### src/hdl/tkgb_pkg.sv
// Shared register indexes, command codes and types for the tilt Kalman gyro bias unit.
package tkgb_pkg;
    localparam int CFG_IDX_BITS = 2;
    localparam logic [CFG_IDX_BITS-1:0] CFG_STEP_TIME   = 2'd0;
    localparam logic [CFG_IDX_BITS-1:0] CFG_ANGLE_NOISE = 2'd1;
    localparam logic [CFG_IDX_BITS-1:0] CFG_BIAS_NOISE  = 2'd2;
    localparam logic [CFG_IDX_BITS-1:0] CFG_MEAS_NOISE  = 2'd3;

    localparam logic CMD_PREDICT = 1'b0;
    localparam logic CMD_CORRECT = 1'b1;

    // Divider request from the sequencer.
    typedef struct packed {
        logic start;
        logic neg;
    } div_ctl_t;
endpackage

### src/hdl/tkgb_div.sv
// Restoring radix-2 divider for rounded, saturated fixed-point quotients.
module tkgb_div
    import tkgb_pkg::*;
#(
    parameter int WORD_BITS = 32,
    parameter int FRAC_BITS = 24
) (
    input  logic                        aclk,
    input  logic                        aresetn,
    input  div_ctl_t                    ctl,
    input  logic [WORD_BITS-1:0]        num_mag,
    input  logic [WORD_BITS-1:0]        den_mag,
    output logic                        done,
    output logic signed [WORD_BITS-1:0] quot
);
    localparam int NB = WORD_BITS + FRAC_BITS + 1;
    localparam int CB = $clog2(NB + 1);
    localparam logic [WORD_BITS:0] NEG_LIM = {2'b01, {(WORD_BITS-1){1'b0}}};
    localparam logic [WORD_BITS:0] POS_LIM = {2'b00, {(WORD_BITS-1){1'b1}}};

    logic [NB-1:0]      dvd_reg, dvd_next;
    logic [WORD_BITS:0] rem_reg, rem_next;
    logic [WORD_BITS:0] q_reg, q_next;
    logic               over_reg, over_next;
    logic               neg_reg, neg_next;
    logic               busy_reg, busy_next;
    logic [CB-1:0]      cnt_reg, cnt_next;
    logic [WORD_BITS:0] shifted;
    logic               qb;
    logic [WORD_BITS:0] lim;
    logic [WORD_BITS:0] mag_r;

    always_comb begin
        dvd_next  = dvd_reg;
        rem_next  = rem_reg;
        q_next    = q_reg;
        over_next = over_reg;
        neg_next  = neg_reg;
        busy_next = busy_reg;
        cnt_next  = cnt_reg;
        shifted   = {rem_reg[WORD_BITS-1:0], dvd_reg[NB-1]};
        qb        = (shifted >= {1'b0, den_mag});
        done      = 1'b0;
        if (ctl.start) begin
            // Dividend with rounding: (n << FRAC) + d/2.
            dvd_next  = ({{(FRAC_BITS+1){1'b0}}, num_mag} << FRAC_BITS)
                        + {{(FRAC_BITS+2){1'b0}}, den_mag[WORD_BITS-1:1]};
            rem_next  = '0;
            q_next    = '0;
            over_next = 1'b0;
            neg_next  = ctl.neg;
            busy_next = 1'b1;
            cnt_next  = CB'(NB);
        end else if (busy_reg) begin
            rem_next = qb ? shifted - {1'b0, den_mag} : shifted;
            dvd_next = {dvd_reg[NB-2:0], 1'b0};
            if (!over_reg) begin
                q_next = {q_reg[WORD_BITS-1:0], qb};
                if ({q_reg[WORD_BITS-1:0], qb} > NEG_LIM || q_reg[WORD_BITS])
                    over_next = 1'b1;
            end
            cnt_next = cnt_reg - 1'b1;
            if (cnt_reg == CB'(1)) begin
                busy_next = 1'b0;
                done      = 1'b1;
            end
        end
    end

    always_comb begin
        lim   = neg_reg ? NEG_LIM : POS_LIM;
        mag_r = (over_next || q_next > lim) ? lim : q_next;
        quot  = neg_reg ? WORD_BITS'(-mag_r) : mag_r[WORD_BITS-1:0];
    end

    always_ff @(posedge aclk) begin
        if (!aresetn) begin
            busy_reg <= 1'b0;
            cnt_reg  <= '0;
        end else begin
            busy_reg <= busy_next;
            cnt_reg  <= cnt_next;
        end
        dvd_reg  <= dvd_next;
        rem_reg  <= rem_next;
        q_reg    <= q_next;
        over_reg <= over_next;
        neg_reg  <= neg_next;
    end

    assert property (@(posedge aclk) disable iff (!aresetn) done |-> busy_reg)
        else $error("divider done while idle");
    assert property (@(posedge aclk) disable iff (!aresetn) ctl.start |=> busy_reg)
        else $error("divider did not start");
    assert property (@(posedge aclk) disable iff (!aresetn)
        busy_reg |-> cnt_reg != '0)
        else $error("divider count underflow");
endmodule

### config.mk
export PLATFORM = sky130hd
export DESIGN_NAME = tkgb_div
export DESIGN_NICKNAME = d
export VERILOG_FILES = /design/src/hdl/tkgb_pkg.sv /design/src/hdl/tkgb_div.sv
export SDC_FILE = /design/constraint.sdc
export NUM_CORES = 1
export LEC_CHECK = 0
export BUFFER_PORTS_ARGS = -buffer_cell sky130_fd_sc_hd__buf_2
export CAP_MARGIN = 25
export CORE_MARGIN = 2
export CORE_UTILIZATION = 25
export CTS_CLUSTER_SIZE = 25
export DETAILED_ROUTE_END_ITERATION = 8
export PLACE_DENSITY_LB_ADDON = 0.05
export SYNTH_ARGS = -nofsm -noshare
export SYNTH_HDL_FRONTEND = slang
export SYNTH_SLANG_ARGS = --single-unit
### constraint.sdc
create_clock -name aclk -period 6.34 [get_ports aclk]
set_input_delay 0.317 -clock aclk [delete_from_list [all_inputs] [get_ports aclk]]
set_output_delay 0.317 -clock aclk [all_outputs]
set_load 0.01 [all_outputs]
==> reports/summary.md, run 1 <==
## Timing
- slew at the pin closest to its max-slew limit: 857 ps
- headroom to the max-slew limit: 42.9%
- Final Skew: 14.9 ps
- Achievable Freq: 167 MHz
- setup TNS: 0 ps
- Max Slew Vio Count: 0
- unrepaired setup endpoints after global routing: no
- final hold viol count: 0
- post-route worst hold slack: 64.8 ps
- final clock period utilization by the worst path: 94.3%
- final setup violation count: 0
- fin crit period: 5980 ps

## Yosys
- XOR/XNOR share of the synthesized area: 5.27%
- number of storage elements in the synthesis netlist: 131
- main combinational cell family by area after synthesis: compound AO/OA/AOI/OAI gates
- share of the yosys chip area belonging to registers: 32.1%
- synth unique cells: 80
- Post-Syn Area: 9980 um2
- post-synthesis compound-gate area fraction: 22.2%
- prevailing post-synth register cell: dfxtp_1
- Mapped Nets: 1,345
- Post-synth EDFFs: 58
- total number of yosys warnings: 0
- synthesized netlist cell count: 1,201
- mux cell area share after synthesis: 4.78%
- area share of and/or/nand/nor cells after synthesis: 20.0%
- share of flip-flops with an asynchronous set or reset: 0%
- post-synthesis share of cell area spent on full adders, half adders and majority gates: 9.68%
- Syn Area/Cell: 8.31 um2

## Floorplanning
- DIE HEIGHT: 204 um
- Placeable Area: 39,500 um2
- die span in x: 204 um
- die area: 41,500 um2
- number of top-level pins: 101
- Rows: 73
- starting density of the core: 25.2%

## CTS
- Worst-path clk slew: 60 ps
- master cell of the clock root buffer: clkbuf_16
- maximum count of clock buffers along a single path: 2
- Clk Latency, worst-skew pair: 450 ps
- clock tree from TritonCTS: built
- H-tree Lvls: 4
- number of buffers added by the clock tree synthesis step: 17
- count of clock tree sinks: 131

## Drt
- Detail Route Antenna Nets: 0
- post-detailed-route wirelength per cell: 17.0 um
- Initial DRC Count: 566
- post-DR vias/cell: 4.85
- Initial DRT Pass Iterations: 4
- remaining design rule violation count: 0
- detailed-route wire length: 31.3 mm
- total via count in the routed design: 8,939

## Worst hold path
- end of the worst hold path: neg_reg$_DFFE_PP_
- Cells on Worst Hold Path: 1
- Worst Min Path Start: ctl[0]
- worst hold-check path type: input port to register

## Cells and area
- fill cell total of the finished layout: 4,272
- fraction of final layout cells with drive strength greater than 1: 21.0%
- flip-flop and latch area: 3210 um2
- flip-flop count of the largest register after layout: 57
- layout-stage area growth over the synthesis result: 19.4%
- # nets final: 1,449
- most frequent cells in the layout: nand2_1, a21oi_1, nor2_1
- diode count: 0
- Multi-input gate area: 6360 um2
- most frequent standard cell in the layout excluding fill and tap cells: nand2_1

## Global routing
- total gr overflow: 0
- global-route wire length before repair: 50.1 mm
- GRT Overall Usage: 15.5%
- antenna violations before repair: 0
- largest net degree at the start of global routing: 67
- vias in the first global route: 8,924

## Worst setup path
- type of origin of the critical path: register
- startpoint of the most critical register-to-register path: rem_reg[18]$_SDFFE_PP0P_
- category of the worst setup path capture point: primary output
- Crit Reg-Reg Endpoint: rem_reg[31]$_SDFFE_PP0P_
- Worst R2R Setup Slack: 2910 ps
- cell at the slowest stage of the critical path: or3_4
- most used cell, CP: o21ai_1
- type of the worst setup path: register to primary output
- Largest delay share family, worst path: compound AO/OA/AOI/OAI gates
- required time at the endpoint of the critical path: 6020 ps
- delay of the slowest cell on the worst path: 410 ps
- number of buffers and inverters on the critical path: 3
- Crit path arrival time: 5660 ps
- cells on worst reg2reg path: 12
- largest fanout of any net on the critical path: 6

## Pwr
- areal power density over the cells: 227 nW/um2
- leakage power summed over all cells: 0.00505 uW
- peak supply drop: 0.167 mV

## Placed design
- count of buffers inserted at the top-level ports: 100
- Placer Congestion: 0.759
- placed wire-length estimate: 23.0 mm

## Status
- run status: finished, final reports clean

## Job
- number of max-cap violations: 0

Yosys cell counts, types with 10 or more instances:
library cell | n | area share, %
nand2_1 | 134 | 5.0
a21oi_1 | 120 | 6.0
nor2_1 | 119 | 4.5
ha_1 | 74 | 9.3
dfxtp_1 | 73 | 15
inv_1 | 60 | 2.3
edfxtp_1 | 58 | 17
o21ai_0 | 58 | 2.9
nor3_1 | 40 | 2.0
clkbuf_1 | 39 | 1.5
xnor2_1 | 33 | 2.9
mux2_2 | 29 | 3.3
xor2_1 | 27 | 2.4
a21o_1 | 26 | 2.0
nand3_1 | 26 | 1.3
a211oi_1 | 23 | 1.7
a31oi_1 | 18 | 1.1
mux2i_1 | 15 | 1.5
a311oi_1 | 14 | 1.2
nand4_1 | 14 | 0.88
or3_1 | 14 | 0.88
and3_1 | 13 | 0.82
nor4_1 | 11 | 0.69
o31ai_1 | 10 | 0.75
metrics by stage:
stage | setup WS (ps) | utilization, % | std cells | power [uW] | area, um2
2_1_floorplan | 187 | - | 1201 | 1500 | 9980
3_3_place_gp | 185 | 28.1 | 1805 | 1720 | 11100
3_5_place_dp | 131 | 28.1 | 1805 | 1710 | 11100
4_1_cts | 17.9 | 29.6 | 1837 | 2730 | 11700
5_1_grt | 13.1 | 30.1 | 1843 | 2880 | 11900
6_report | 360 | 30.1 | 1843 | 2700 | 11900
cell type report:
class / count / area share [%]
Clock buffer: 18 / 3.78
Clock inverter: 14 / 0.998
Inverter: 60 / 1.89
Multi-Input combinational cell: 944 / 53.4
Sequential cell: 131 / 27.0
Tap cell: 525 / 5.51
Timing Repair Buffer: 151 / 7.44
worst reg2reg max path, cell delays in order, from the launching register on:
cell	delay, ps
dfxtp_1	330
ha_2	380
nand4_1	190
nor3_2	280
and3_2	250
nor2b_2	190
nor3_4	70
buf_4	180
a211o_1	340
nand2_1	470
nand2_1	210
a2111oi_0	360
nor3_1	70
cell families after synthesis:
kind of cell,count (synthesis)
xor gates and xnor gates,60
adders and majority gates,76
DFF,131
AOI/OAI and AO/OA,342
muxes,44
buffers and inverters,126
and+or+nand+nor,422
power breakdown:
part	leakage, uW	internal, uW	switching [uW]	total, uW
Clock	0.000293	566	425	991
Sequential	0.00118	963	34.9	998
Combinational	0.00358	295	418	712
metal layers:
layer	up-vias	GRT usage (%)	share of wire, %
met4	0	5.06	1.7
met2	148	23.1	42
li1	4588	-	-
met3	30	2.78	3.6
met1	4173	22.3	53
met5	-	0	0
worst max-delay path by stage:
stage | from | to | slack [ps] | cells past startpoint
CTS | rem_reg[15]$_SDFFE_PP0P_ | quot[24] | 20 | 27
global placement | den_mag[10] | quot[24] | 180 | 30
floorplan | den_mag[16] | quot[24] | 190 | 31
global route | rem_reg[15]$_SDFFE_PP0P_ | quot[24] | 10 | 27
finish | rem_reg[15]$_SDFFE_PP0P_ | quot[24] | 360 | 27
detailed placement | den_mag[10] | quot[24] | 130 | 30
what timing repair did:
action | CTS | global route
setup buffers | 0 | 6
hold buffers | 0 | 0
hold endpoints to repair | 0 | 0
resized for setup | 4 | 36
setup endpoints to repair | 6 | 14
pin swaps | 1 | 7
(Power assumes the default switching activity.)
==> inputs of run 2 (changes only) <==
ABC_AREA = 1   (was unset)
CORE_UTILIZATION = 30   (was 25)
CTS_BUF_LIST = sky130_fd_sc_hd__clkbuf_4 sky130_fd_sc_hd__clkbuf_8   (was unset)
==> run 2 against run 1 <==
  * Sequential share of layout area increased by 0.66 points
  * Wire length increased by 0.22%
  * Register-to-register slack gained 220 ps
  * Clock power is 21% lower
  * Clock skew increased by 5.2 ps
  * Critical endpoint is now quot[12]
  * Largest cell class unchanged
  * Largest power group unchanged
==> reports/summary.md, run 2 <==
## Status
- run status: finished, final reports clean

## Timing
- Achievable Freq: 178 MHz, +6.2%
- Final Skew: 20.1 ps, +5.18 ps
- Worst Setup Slack, final: 711 ps, +351 ps
- setup TNS: 0 ps, unchanged
- final hold viol count: 0, unchanged
- fin crit period: 5630 ps, -351 ps
- headroom to the max-slew limit: 49.3%, +6.4 points
- final setup violation count: 0, unchanged
- final clock period utilization by the worst path: 88.8%, -5.5 points
- unrepaired setup endpoints after global routing: no
- slew at the pin closest to its max-slew limit: 754 ps, -103 ps
- Max Slew Vio Count: 0, unchanged

## Worst setup path
- cell at the slowest stage of the critical path: dfxtp_1
- worst setup path startpoint: busy_reg$_SDFF_PN0_
- type of the worst setup path: register to primary output
- category of the worst setup path capture point: primary output
- Crit path arrival time: 5310 ps, -350 ps
- most used cell, CP: nor2_1
- cells on worst reg2reg path: 14, +2
- delay of the slowest cell on the worst path: 550 ps, +140 ps
- startpoint of the most critical register-to-register path: dvd_reg[56]$_DFFE_PP_
- type of origin of the critical path: register
- largest fanout of any net on the critical path: 39, +33
- Worst R2R Setup Slack: 3130 ps, +220 ps
- number of buffers and inverters on the critical path: 5, +2
- CP Capture Point: quot[12]
- required time at the endpoint of the critical path: 6020 ps, about the same
- Crit Reg-Reg Endpoint: rem_reg[30]$_SDFFE_PP0P_
- Worst path depth: 26, -3.7%
- Largest delay share family, worst path: simple AND/OR/NAND/NOR gates

## Drt
- post-detailed-route wirelength per cell: 15.6 um, -8.2%
- post-DR vias/cell: 4.82, -0.67%
- Detail Route Antenna Nets: 0, unchanged
- total via count in the routed design: 9,693, +8.4%
- remaining design rule violation count: 0, unchanged
- detailed-route wire length: 31.4 mm, +0.22%
- Initial DRC Count: 560, -1.1%
- Initial DRT Pass Iterations: 5, +1

## CTS
- Worst-path clk slew: 100 ps, +40 ps
- number of buffers added by the clock tree synthesis step: 17, unchanged
- master cell of the clock root buffer: clkbuf_8
- quantity of hold-fixing buffers added after cts: 1, +1
- clock tree from TritonCTS: built
- count of clock tree sinks: 131, unchanged
- Post-CTS Repair Setup Buffers: 0, unchanged
- maximum count of clock buffers along a single path: 2, unchanged
- Clk Latency, worst-skew pair: 470 ps, +20 ps
- H-tree Lvls: 4, unchanged
- cts repair resizes: 0, -4

## Floorplanning
- number of top-level pins: 101, unchanged
- die span in x: 189 um, -7.2%
- starting density of the core: 30.6%, +5.3 points
- DIE HEIGHT: 189 um, -7.2%
- Placeable Area: 33,600 um2, -15%
- Rows: 67, -8.2%
- die area: 35,700 um2, -14%

## Yosys
- synthesized netlist cell count: 1,472, +23%
- share of the yosys chip area belonging to registers: 31.2%, -0.93 points
- Post-Syn Area: 10,300 um2, +3.0%
- Commonest cells post-synth: nand2_1, inv_1, nor2_1
- library cell with the largest summed area after synthesis: edfxtp_1
- total number of yosys warnings: 0, unchanged
- share of flip-flops with an asynchronous set or reset: 0%, unchanged
- synth unique cells: 53, -34%
- number of storage elements in the synthesis netlist: 131, unchanged
- largest cells by area after synthesis: edfxtp_1, dfxtp_1, nand2_1
- Syn Area/Cell: 6.98 um2, -16%
- leading cell type by number of instances after synthesis: nand2_1
- fraction of synthesized cell area taken by the top area cell type: 17.0%, -0.51 points
- prevailing post-synth register cell: dfxtp_1
- Post-synth EDFFs: 58, unchanged
- Mapped Nets: 1,616, +20%

## Global routing
- vias in the first global route: 9,480, +6.2%
- GRT Overall Usage: 17.9%, +2.4 points
- global-route wire length before repair: 50.7 mm, +1.2%
- antenna violations before repair: 0, unchanged
- largest net degree at the start of global routing: 76, +13%
- total gr overflow: 0, unchanged

## Placed design
- placed wire-length estimate: 23.7 mm, +2.8%
- placed standard-cell area: 11,200 um2, +0.54%
- Placer Congestion: 0.848, +12%
- Worst Setup Slack post-DPL: 1140 ps, +1010 ps
- count of buffers inserted at the top-level ports: 100, unchanged

## Cells and area
- # nets final: 1,695, +17%
- fraction of final layout cells with drive strength greater than 1: 13.2%, -7.8 points
- layout-stage area growth over the synthesis result: 12.9%
- area of all placed cells without fillers: 11,600 um2, -2.6%
- most frequent standard cell in the layout excluding fill and tap cells: nand2_1
- diode count: 0, unchanged
- most frequent cells in the layout: nand2_1, inv_1, nor2_1
- Post-Route Utilization: 34.5%, +4.4 points
- fill cell total of the finished layout: 3,705, -13%
- flip-flop and latch area: 3200 um2, -0.23%
- Multi-input gate area: 6160 um2, -3.3%
- flip-flop count of the largest register after layout: 57, unchanged

## Pwr
- leakage power summed over all cells: 0.00565 uW, +12%
- areal power density over the cells: 227 nW/um2, about the same
- peak supply drop: 0.120 mV, -28%

## Job
- number of max-cap violations: 0, unchanged

## Worst hold path
- worst hold-check path type: input port to register

==> run 2: changes by cell type after synthesis, moves of 15 or more <==
cell | previous run | this run
a32o_1 | 0 | 15
nand3_1 | 26 | 66
nand4_1 | 14 | 33
a21oi_1 | 120 | 77
inv_1 | 60 | 167
o21ai_0 | 58 | 130
a211oi_1 | 23 | 1
a21o_1 | 26 | 5
nand2_1 | 134 | 375
nor3_1 | 40 | 18
nor2_1 | 119 | 148
mux2_2 | 29 | 2
==> run 2: stage by stage <==
step | hold WS [ps] | power, uW | instances
after global routing | 102 | 2820 | 2012
after detailed placement | 463 | 1870 | 1979
final | 127 | 2630 | 2012
after global placement | 468 | 1880 | 1979
after CTS | 96.3 | 2680 | 2012
after floorplan | 415 | 1610 | 1472
==> run 2: final cells by class <==
cell class                      instances  area share (%)
Inverter                              172            5.60
Tap cell                              448            4.83
Multi-Input combinational cell       1114            53.1
Sequential cell                       131            27.6
Clock inverter                         15            1.59
Clock buffer                           17            2.02
Timing Repair Buffer                  115            5.31
==> run 2: power breakdown <==
group          switching (uW)  leakage [uW]  internal, uW
registers                32.5       0.00119           958
clock network             415      0.000208           369
logic                     573       0.00425           285
==> run 2: cells by family (layout without fill, tap and decap cells) <==
group / after synthesis / in the layout / synth area share [%]
AO/OA/AOI/OAI: 278 / 278 / 15.2
XOR/XNOR: 50 / 50 / 4.26
adder cells (fa/ha/maj): 76 / 76 / 9.40
buffers and inverters: 227 / 319 / 8.90
flip-flops: 131 / 131 / 31.2
multiplexers: 3 / 3 / 0.317
AND/OR/NAND/NOR: 707 / 707 / 30.8
==> run 2: worst reg2reg max path, delay by kind of cell, from the launching register on <==
family | cells | cell delay [ps]
AO/OA/AOI/OAI | 8 | 1690
adder cells (fa/ha/maj) | 2 | 630
buffers and inverters | 1 | 70
flip-flops | 1 | 420
AND/OR/NAND/NOR | 3 | 250
==> run 2: layer usage <==
layer,track usage [%],wire length [um],vias to the layer above
met5,0,0,-
met4,5.44,615,0
met3,2.85,808,32
met2,31.0,15100,137
met1,22.7,14800,4439
li1,-,-,5085
==> run 2: worst min path at each step <==
| stage | start | endpoint | slack [ps] | depth (start not counted) |
|---|---|---|---|---|
| 2_1_floorplan | aresetn | cnt_reg[4]$_SDFFE_PN0P_ | 410 | 2 |
| 3_3_place_gp | rem_reg[22]$_SDFFE_PP0P_ | rem_reg[22]$_SDFFE_PP0P_ | 470 | 2 |
| 3_5_place_dp | rem_reg[22]$_SDFFE_PP0P_ | rem_reg[22]$_SDFFE_PP0P_ | 460 | 2 |
| 4_1_cts | aresetn | cnt_reg[4]$_SDFFE_PN0P_ | 100 | 3 |
| 5_1_grt | aresetn | cnt_reg[4]$_SDFFE_PN0P_ | 100 | 3 |
| 6_report | aresetn | cnt_reg[4]$_SDFFE_PN0P_ | 130 | 3 |
==> inputs of run 3 (changes only) <==
CORE_UTILIZATION = 65   (was 30)
clock period = 6.6 ns   (was 6.34 ns; I/O delays follow)
==> run 3 against run 2 <==
  * Die area decreased by 53%
  * Worst setup slack improved by 50 ps
  * Via count increased by 3.5%
  * Power decreased by 11%
==> reports/summary.md, run 3 (same netlist as run 2, synthesis figures left out) <==
## Worst setup path
- Largest delay share family, worst path: simple AND/OR/NAND/NOR gates
- delay of the slowest cell on the worst path: 670 ps, +120 ps
- Worst R2R Setup Slack: 3460 ps, +330 ps
- most used cell, CP: nand2_1
- cells on worst reg2reg path: 16, +2
- Crit path arrival time: 5510 ps, +200 ps
- largest fanout of any net on the critical path: 34, -13%
- startpoint of the most critical register-to-register path: dvd_reg[56]$_DFFE_PP_
- Crit Reg-Reg Endpoint: rem_reg[22]$_SDFFE_PP0P_
- number of buffers and inverters on the critical path: 3, -2
- required time at the endpoint of the critical path: 6270 ps, +250 ps
- cell at the slowest stage of the critical path: nand2_1
- type of origin of the critical path: register
- category of the worst setup path capture point: primary output
- type of the worst setup path: register to primary output
- worst setup path startpoint: busy_reg$_SDFF_PN0_

## Drt
- post-detailed-route wirelength per cell: 14.7 um, -5.5%
- Detail Route Antenna Nets: 0, unchanged
- Initial DRT Pass Iterations: 5, unchanged
- post-DR vias/cell: 5.66, +18%
- total via count in the routed design: 10.0k, +3.5%
- remaining design rule violation count: 0, unchanged
- Initial DRC Count: 651, +16%
- detailed-route wire length: 26.1 mm, -17%

## Cells and area
- fraction of final layout cells with drive strength greater than 1: 13.0%, -0.16 points
- layout-stage area growth over the synthesis result: 8.98%
- most frequent cells in the layout: nand2_1, inv_1, nor2_1
- most frequent standard cell in the layout excluding fill and tap cells: nand2_1
- # nets final: 1,691, -0.24%
- flip-flop count of the largest register after layout: 57, unchanged
- fill cell total of the finished layout: 1,319, -64%
- diode count: 0, unchanged

## Timing
- slew at the pin closest to its max-slew limit: 1010 ps, +258 ps
- headroom to the max-slew limit: 32.4%, -17 points
- final clock period utilization by the worst path: 88.5%
- unrepaired setup endpoints after global routing: no
- setup TNS: 0 ps, unchanged
- Achievable Freq: 171 MHz
- Max Slew Vio Count: 0, unchanged
- final hold viol count: 0, unchanged
- fin crit period: 5840 ps
- final setup violation count: 0, unchanged
- Final Skew: 14.0 ps, -6.16 ps

## CTS
- clock tree from TritonCTS: built
- number of buffers added by the clock tree synthesis step: 17, unchanged
- quantity of hold-fixing buffers added after cts: 0, -1
- cts repair resizes: 0, unchanged
- maximum count of clock buffers along a single path: 2, unchanged
- H-tree Lvls: 4, unchanged
- count of clock tree sinks: 131, unchanged
- Worst-path clk slew: 80 ps, -20 ps
- Clk Latency, worst-skew pair: 450 ps, -20 ps
- master cell of the clock root buffer: clkbuf_8
- Post-CTS Repair Setup Buffers: 0, unchanged

## Placed design
- Placer Congestion: 0.961, +13%
- count of buffers inserted at the top-level ports: 100, unchanged
- placed wire-length estimate: 19.4 mm, -18%

## Worst hold path
- worst hold-check path type: input port to register
- end of the worst hold path: neg_reg$_DFFE_PP_
- Cells on Worst Hold Path: 1, -2
- Worst Min Path Start: ctl[0]

## Global routing
- GRT Overall Usage: 31.5%, +14 points
- largest net degree at the start of global routing: 67, -12%
- antenna violations before repair: 0, unchanged
- vias in the first global route: 9,124, -3.8%
- total gr overflow: 0, unchanged
- global-route wire length before repair: 42.4 mm, -16%

## Pwr
- leakage power summed over all cells: 0.00560 uW, -0.77%
- total power consumption of the routed design: 2360 uW, -11%
- areal power density over the cells: 210 nW/um2, -7.2%
- peak supply drop: 0.140 mV, +16%

## Floorplanning
- die area: 16,800 um2, -53%
- DIE HEIGHT: 130 um, -31%
- starting density of the core: 67.1%, +37 points
- number of top-level pins: 101, unchanged
- die span in x: 130 um, -31%
- Placeable Area: 15,300 um2, -54%
- Rows: 45, -33%

## Job
- number of max-cap violations: 0, unchanged

## Status
- run status: finished, final reports clean

run 3: changes by cell type in the layout (fill, tap and decap cells not counted), sizes merged:
| cell | delta |
|---|---|
| buf | -3 |
| clkinv | +6 |
| clkbuf | +3 |
| dlygate4sd3 | -1 |
| clkinvlp | -1 |
| bufinv | -2 |
| inv | -6 |
run 3: power breakdown:
part | leakage, uW | internal, uW | total [uW] | switching (uW)
clock network | 0.000182 | 273 | 600 | 327
registers | 0.00119 | 921 | 953 | 32.5
logic | 0.00423 | 272 | 803 | 532
run 3: metrics by stage:
step / hold WS [ps] / std cells / setup slack (ps) / utilization, % / instance area, um2
floorplan: 428 / 1472 / 2070 / - / 10300
global placement: 462 / 1739 / 1480 / 70.9 / 10900
detailed placement: 465 / 1739 / 1370 / 70.9 / 10900
CTS: 36.3 / 1771 / 865 / 73.1 / 11200
global route: 30.8 / 1771 / 121 / 73.1 / 11200
finish: 58.3 / 1771 / 761 / 73.1 / 11200
run 3: routing by layer:
| metal | GRT usage (%) | share of wire, % | routed length [um] |
|---|---|---|---|
| met1 | 39.0 | 44 | 11400 |
| met2 | 54.8 | 48 | 12600 |
| met3 | 5.13 | 5.0 | 1300 |
| met4 | 12.8 | 3.1 | 810 |
| met5 | 0 | 0 | 0 |
run 3: final cells by class:
| class | count | area [um2] | area share [%] |
|---|---|---|---|
| Sequential cell | 131 | 3200 | 28.6 |
| Timing Repair Buffer | 111 | 583 | 5.21 |
| Clock buffer | 20 | 256 | 2.29 |
| Multi-Input combinational cell | 1114 | 6160 | 55.0 |
| Tap cell | 211 | 264 | 2.36 |
| Clock inverter | 12 | 83.8 | 0.749 |
| Inverter | 172 | 649 | 5.80 |
run 3: worst max path at each step:
stage                to  depth (start not counted)
6_report       quot[12]                         28
5_1_grt        quot[12]                         28
4_1_cts        quot[12]                         25
3_5_place_dp   quot[12]                         25
3_3_place_gp   quot[12]                         25
2_1_floorplan  quot[12]                         23
